### config.mk
export PLATFORM = sky130hd
export DESIGN_NAME = fdl_queue
export DESIGN_NICKNAME = d
export VERILOG_FILES = /design/src/fdl_pkg.sv /design/src/fdl_queue.sv
export SDC_FILE = /design/constraint.sdc
export NUM_CORES = 1
export LEC_CHECK = 0
export ABC_AREA = 1
export BUFFER_PORTS_ARGS = -buffer_cell sky130_fd_sc_hd__buf_2
export CORE_MARGIN = 3
export CORE_UTILIZATION = 40
export DETAILED_ROUTE_END_ITERATION = 8
export SLEW_MARGIN = 20
export SYNTH_ARGS = -nofsm -noshare
export SYNTH_HDL_FRONTEND = slang
export SYNTH_SLANG_ARGS = --single-unit
### constraint.sdc
create_clock -name clk -period 2 [get_ports clk]
set_input_delay 0.3 -clock clk [delete_from_list [all_inputs] [get_ports clk]]
set_output_delay 0.3 -clock clk [all_outputs]
set_load 0.02 [all_outputs]
### src/fdl_pkg.sv
// Shared constants and types of the fractional delay line.
package fdl_pkg;

  // Number of stored samples.
  localparam int DEPTH = 1024;
  // Store address width.
  localparam int AW = $clog2(DEPTH);
  // Delay and read position, Q(AW).16 in samples.
  localparam int CD_W = AW + 16;

  localparam int SAMPLE_W = 16;
  localparam int TARGET_W = 18;
  localparam int COEF_W = 16;
  localparam int CFG_IDX_W = 1;

  // Target in Q.16 is the Q10.8 register shifted by eight.
  localparam int TQ_W = TARGET_W + 8;
  localparam int CMP_W = (CD_W > TQ_W) ? CD_W : TQ_W;

  localparam logic [CMP_W-1:0] TGT_LO_Q16 = CMP_W'(longint'(1) << 16);
  localparam logic [CMP_W-1:0] TGT_HI_Q16 = CMP_W'(longint'(DEPTH - 2) << 16);
  localparam logic [CD_W:0] SPAN = (CD_W + 1)'(longint'(DEPTH) << 16);
  localparam logic [AW-1:0] LAST_ADDR = AW'(DEPTH - 1);

  // Register indices on the configuration port.
  localparam logic [CFG_IDX_W-1:0] REG_DELAY_TARGET = 1'd0;
  localparam logic [CFG_IDX_W-1:0] REG_SMOOTHING = 1'd1;

  localparam logic [TARGET_W-1:0] TARGET_RESET = 18'd256;
  localparam logic [COEF_W-1:0] COEF_RESET = 16'd66;

  // Head of the input queue as seen by the engine.
  typedef struct packed {
    logic                valid;
    logic [SAMPLE_W-1:0] sample;
  } fdl_item_t;

endpackage

### src/fdl_queue.sv
// Two-entry input queue between the slave channel and the delay engine.
module fdl_queue (
  input  logic                         clk,
  input  logic                         rst_n,
  input  logic                         in_valid,
  output logic                         in_ready,
  input  logic [fdl_pkg::SAMPLE_W-1:0] in_sample,
  output fdl_pkg::fdl_item_t           head,
  input  logic                         pop
);

  logic [fdl_pkg::SAMPLE_W-1:0] slot_r [2];
  logic       wr_ptr_r;
  logic       rd_ptr_r;
  logic [1:0] count_r;
  logic       push;
  logic       take;

  assign in_ready    = (count_r != 2'd2);
  assign push        = in_valid && in_ready;
  assign take        = pop && (count_r != 2'd0);
  assign head.valid  = (count_r != 2'd0);
  assign head.sample = slot_r[rd_ptr_r];

  always_ff @(posedge clk) begin
    if (push) begin
      slot_r[wr_ptr_r] <= in_sample;
    end
  end

  always_ff @(posedge clk) begin
    if (!rst_n) begin
      wr_ptr_r <= 1'b0;
      rd_ptr_r <= 1'b0;
      count_r  <= 2'd0;
    end else begin
      if (push) begin
        wr_ptr_r <= ~wr_ptr_r;
      end
      if (take) begin
        rd_ptr_r <= ~rd_ptr_r;
      end
      case ({push, take})
        2'b10:   count_r <= count_r + 2'd1;
        2'b01:   count_r <= count_r - 2'd1;
        default: count_r <= count_r;
      endcase
    end
  end

endmodule

======== Word level (Yosys, flattened, before mapping) ========
Memory sizes are Yosys's and may differ from the RTL's. A register that Yosys moved wholly into a read port is not among the register bits.
Index checks and enable logic that the tools add are counted.
storage, ports and cells
  memories ................................ 1
  bits of input ports ..................... 20
  flip-flop bits (word level) ............. 4
  latch bits .............................. 0
  memory bits (read-only) ................. 0
  memory bits (writable) .................. 32
  output and inout port bits .............. 18
cells by class
  shifts and indexed selects .............. 0
  magnitude comparators ................... 0
  div/mod/pow operators ................... 0
  add/sub/neg operators ................... 2
  bitwise gates (word level) .............. 2
  multiplexer cells ....................... 5
  reductions and logical operators ........ 4
  equality and inequality tests ........... 3
  multiply operators ...................... 0
memories
  name    depth  width  read ports  clocked after Yosys merged registers in  wr ports  line             text
  slot_r  2      16     1           1                                        1         fdl_queue.sv:12  logic [fdl_pkg::SAMPLE_W-1:0] slot_r [2];
operator list
  kind                                                                   count
  1-bit 2-to-1 mux                                                       4
  2-bit case mux with 2 select lines                                     1
  2-bit nonzero test                                                     2
  2-bit by 1-bit adder with 2-bit output, second input constant          1
  2-bit by 1-bit equality test with 1-bit output, second input constant  1
  2-bit equality test, second input constant                             1
  1-bit logical AND                                                      2
  2-bit != test, second input constant                                   1
  1-bit inverter                                                         2
  2-bit by 1-bit subtractor with 2-bit output, second input constant     1

======== Depth between registers and ports, before layout ========
  word-level depth ........................ 4
  gate-level depth with buffers ........... 9
  depth with buffers taken out ............ 9

======== Worst setup path after synthesis ========
Ideal clock, no wire load.
  path kind ............................... register to register
  start point ............................. register count_r[0]
  end point ............................... memory slot_r[1][0] (netlist bit) (enable)
  arrival ................................. 1.370 ns
  path buffers ............................ 0
  stages on the path, launching flop included .. 5
  data required time ...................... 1.610 ns
  clock period less this slack ............ 1.760 ns
  path slack .............................. 0.240 ns
  path through ............................ dfxtp_1 > inv_2 > nand2_2 > nand2_2 > nor2_1
on the way
  cells in the longest elaborated chain, start to end .. 4
RTL lines
  what                                    line             text
  start, declared                         fdl_queue.sv:15  logic [1:0] count_r;
  start signal, assigned                  fdl_queue.sv:44  2'b10: count_r <= count_r + 2'd1;
  start signal, assigned                  fdl_queue.sv:45  2'b01: count_r <= count_r - 2'd1;
  start signal, assigned                  fdl_queue.sv:46  default: count_r <= count_r;
  2-bit != test                           fdl_queue.sv:19  assign in_ready = (count_r != 2'd2);
  net in_ready                            fdl_queue.sv:6   output logic in_ready,
  1-bit logical AND                       fdl_queue.sv:20  assign push = in_valid && in_ready;
  1-bit 2-to-1 mux                        fdl_queue.sv:26  if (push) begin
  1-bit 2-to-1 mux (implied by the code)  fdl_queue.sv:27  slot_r[wr_ptr_r] <= in_sample;
  end, declared                           fdl_queue.sv:12
The timed path passes the listed nets, and every way through them passes these cells.

==> summary.md <==
| Metric | Value |
|---|---|
| Worst endpoint required time | `1.70 ns` |
| Slowest stage cell, crit path | `dfxtp_1` |
| Commonest cells post-synth | `edfxtp_1 (32), mux2_4 (10), nor2_1 (10), nand2_1 (8), mux2_2 (6)` |
| Clock Sinks | `37` |
| Tcrit/Tclk final | `a little over 80%` |
| Initial core utilization | `42.5%` |
| Critical path capture point type | `output pin` |
| Library cells used by synthesis | `17` |
| Die Area | `4380 um2` |
| Post-synth ARST share | `0%` |
| Post-synth top area share | `between 60 and 70%` |
| WL/cell | `about 13 um` |
| # IOs | `38` |
| Nets | `between 150 and 200` |
| Final wirelength | `2280 um` |
| RSZ-0062 raised after global routing | `no` |
| Slew @ Worst Pin | `~0.39 ns` |
| Pre-antenna DRT Iters | `4` |
| Antenna-violating nets left | `0` |
| Endpoints failing hold | `0` |
| Cts bufs inserted | `5` |
| H-tree Lvls | `2` |
| CP startpoint kind | `flip-flop` |
| Top_reg_cell synth | `edfxtp_1` |
| Via-to-Cell Ratio | `~4.6` |
| Core area | `~3400 um2` |
| Clock transition at path regs | `approximately 0.10 ns` |
| Syn avg cell area | `16.9 um2` |
| Buf/Inv on CP | `2` |
| Std-Cell Rows | `21` |
| Initial antenna violation count | `0` |
| GRT overflow | `0` |
| Total number of vias | `827` |
| # setup viols final | `0` |
| Post-Synthesis Cells | `86` |
| Synthesized Nets | `around 110` |
| Worst path cell trace | `buf_4 -> mux2_4 -> buf_2` |
| Critical path class | `reg -> out` |
| Max Fclk | `0.604 GHz` |
| Die Y | `between 60 and 70 um` |
| Worst EP arrival | `1.35 ns` |
| Max-capacitance violation count | `0` |
| Hold-fix buffers, CTS | `0` |
| Area leader, netlist | `edfxtp_1` |
| Clk_skew | `around 0.0052 ns` |
| Slew margin rel. | `roughly three quarters` |
| Global-route wire length before repair | `~3600 um` |
| Resized Gates After CTS | `0` |
| GRT Total Usage | `a little under an eighth` |
| TritonCTS clock tree | `built` |
| Pins over their slew limit | `0` |
| Pin count of the biggest net entering global routing | `15` |
| Layout cells sized above 1 | `50.7%` |
| Final TNS setup | `0 ns` |
| Die Span X | `66.2 um` |
| Gpl congestion | `roughly 0.77` |
| Post-DP HPWL | `about 1700 um` |
| Iteration-0 DRC Markers | `22` |
| Syn-to-layout area delta | `21.6%` |
| Worst-path maximum fanout | `9` |
| Mapped cell area | `1450 um2` |
| Antenna Cells | `0` |
| Seq/Total Area, Yosys | `between 70% and 80%` |
| CP peak stage delay | `around 0.34 ns` |
| Power Density | `about 1100 nW/um2` |
| HP Class | `in -> reg` |
| Flops & latches, synth | `37` |
| Residual DRC | `0` |
| EDFF count, synth | `32` |
| Total Power | `about 1900 uW` |
| Min Hold Slack | `approximately 0.15 ns` |
| Root buf cell | `clkbuf_4` |
| LEAKAGE | `0.000720 uW` |
| Cell family with most CP delay | `buffers and inverters` |
| Max Root-Sink Buffers | `2` |
| # port buffers | `37` |
| Worst-Skew Late Latency | `about 0.33 ns` |
| Top-count cell post-synth | `edfxtp_1` |
| Vias in the first global route | `808` |
| Minimum clock period after layout | `roughly 1.7 ns` |
| Fill count | `~310` |
| Yosys warnings | `0` |
| Setup bufs post-CTS | `0` |
| Outcome | `completed` |
| Synth area leaders | `edfxtp_1 (66%), mux2_4 (10%), dfxtp_1 (6.9%)` |
| VDD IR max | `0.541 mV` |
## state kept, by name (all words and copies together), names as in the netlist, named ones only
name	count
slot_r	32
count_r	2
rd_ptr_r	1
wr_ptr_r	1
## metal layers
| metal | GRT usage [%] | vias up | part of all wire (%) |
|---|---|---|---|
| met3 | 4.93 | 6 | 8.0 |
| met1 | 13.1 | 380 | 43 |
| li1 | - | 409 | - |
| met4 | 7.61 | 0 | 1.9 |
| met5 | 0 | - | 0 |
| met2 | 18.1 | 32 | 47 |
## report_power, final
group / internal [uW] / total, uW / switching [uW]
logic: 240 / 550 / 310
clock network: 134 / 361 / 227
registers: 945 / 981 / 36.5
total: 1320 / 1890 / 573
## layout by cell type (no fill, tap or decap), types with 2 or more instances in the layout
cell and count:
nor2_1 10, clkbuf_4 5, mux2_2 6, dfxtp_1 5, buf_2 37, mux2_4 10
clkinv_2 2, buf_4 4, nand2_1 8, edfxtp_1 32, inv_1 4, nand2_2 2
## final cells by class
cell class / count / area, um2 / area share (%)
sequential: 37 / 1060 / 60.2
multi-input combinational: 42 / 339 / 19.2
timing repair buffer: 42 / 235 / 13.3
tap: 46 / 57.6 / 3.26
clock buffer: 6 / 41.3 / 2.34
inverter: 5 / 18.8 / 1.06
clock inverter: 2 / 10.0 / 0.568
## cell families (layout without fill, tap and decap cells)
group | count (synthesis) | in the layout | share of synthesized area [%]
DFF | 37 | 37 | 73.2
and+or+nand+nor | 22 | 22 | 6.30
muxes | 16 | 16 | 15.0
buffers and inverters | 7 | 55 | 3.45
AOI/OAI and AO/OA | 3 | 3 | 1.21
adders and majority gates | 1 | 1 | 0.863
## worst register-to-register path: stages (launching register included)
cell     delay, ns
dfxtp_1       0.42
inv_2         0.09
nand2_2       0.08
nand2_2       0.07
nor2_1        0.31
buf_12        0.20
## metrics by stage
step | std cells | util, % | area (um2) | setup slack, ns
6_report | 180 | 51.6 | 1760 | 0.345
5_1_grt | 180 | 51.6 | 1760 | 0.250
4_1_cts | 180 | 51.6 | 1760 | 0.314
3_5_place_dp | 172 | 50.1 | 1710 | 0.574
3_3_place_gp | 172 | 50.1 | 1710 | 0.652
2_1_floorplan | 86 | - | 1450 | 0.240
## path summary, 6_finish.rpt
kind / startpoint / to / slack [ns] / cells past startpoint
worst max-delay path: flip-flop / head[7] / 0.35 / 3
worst min-delay path: in_sample[15] / slot_r[0][15]$_DFFE_PP_ / 0.15 / 1
worst max register to register: count_r[0]$_SDFFE_PN0P_ / slot_r[1][7]$_DFFE_PP_ / 0.55 / 5
worst min register to register: rd_ptr_r$_SDFFE_PN0P_ / rd_ptr_r$_SDFFE_PN0P_ / 0.49 / 2
Power figures use the tool's default switching activity.
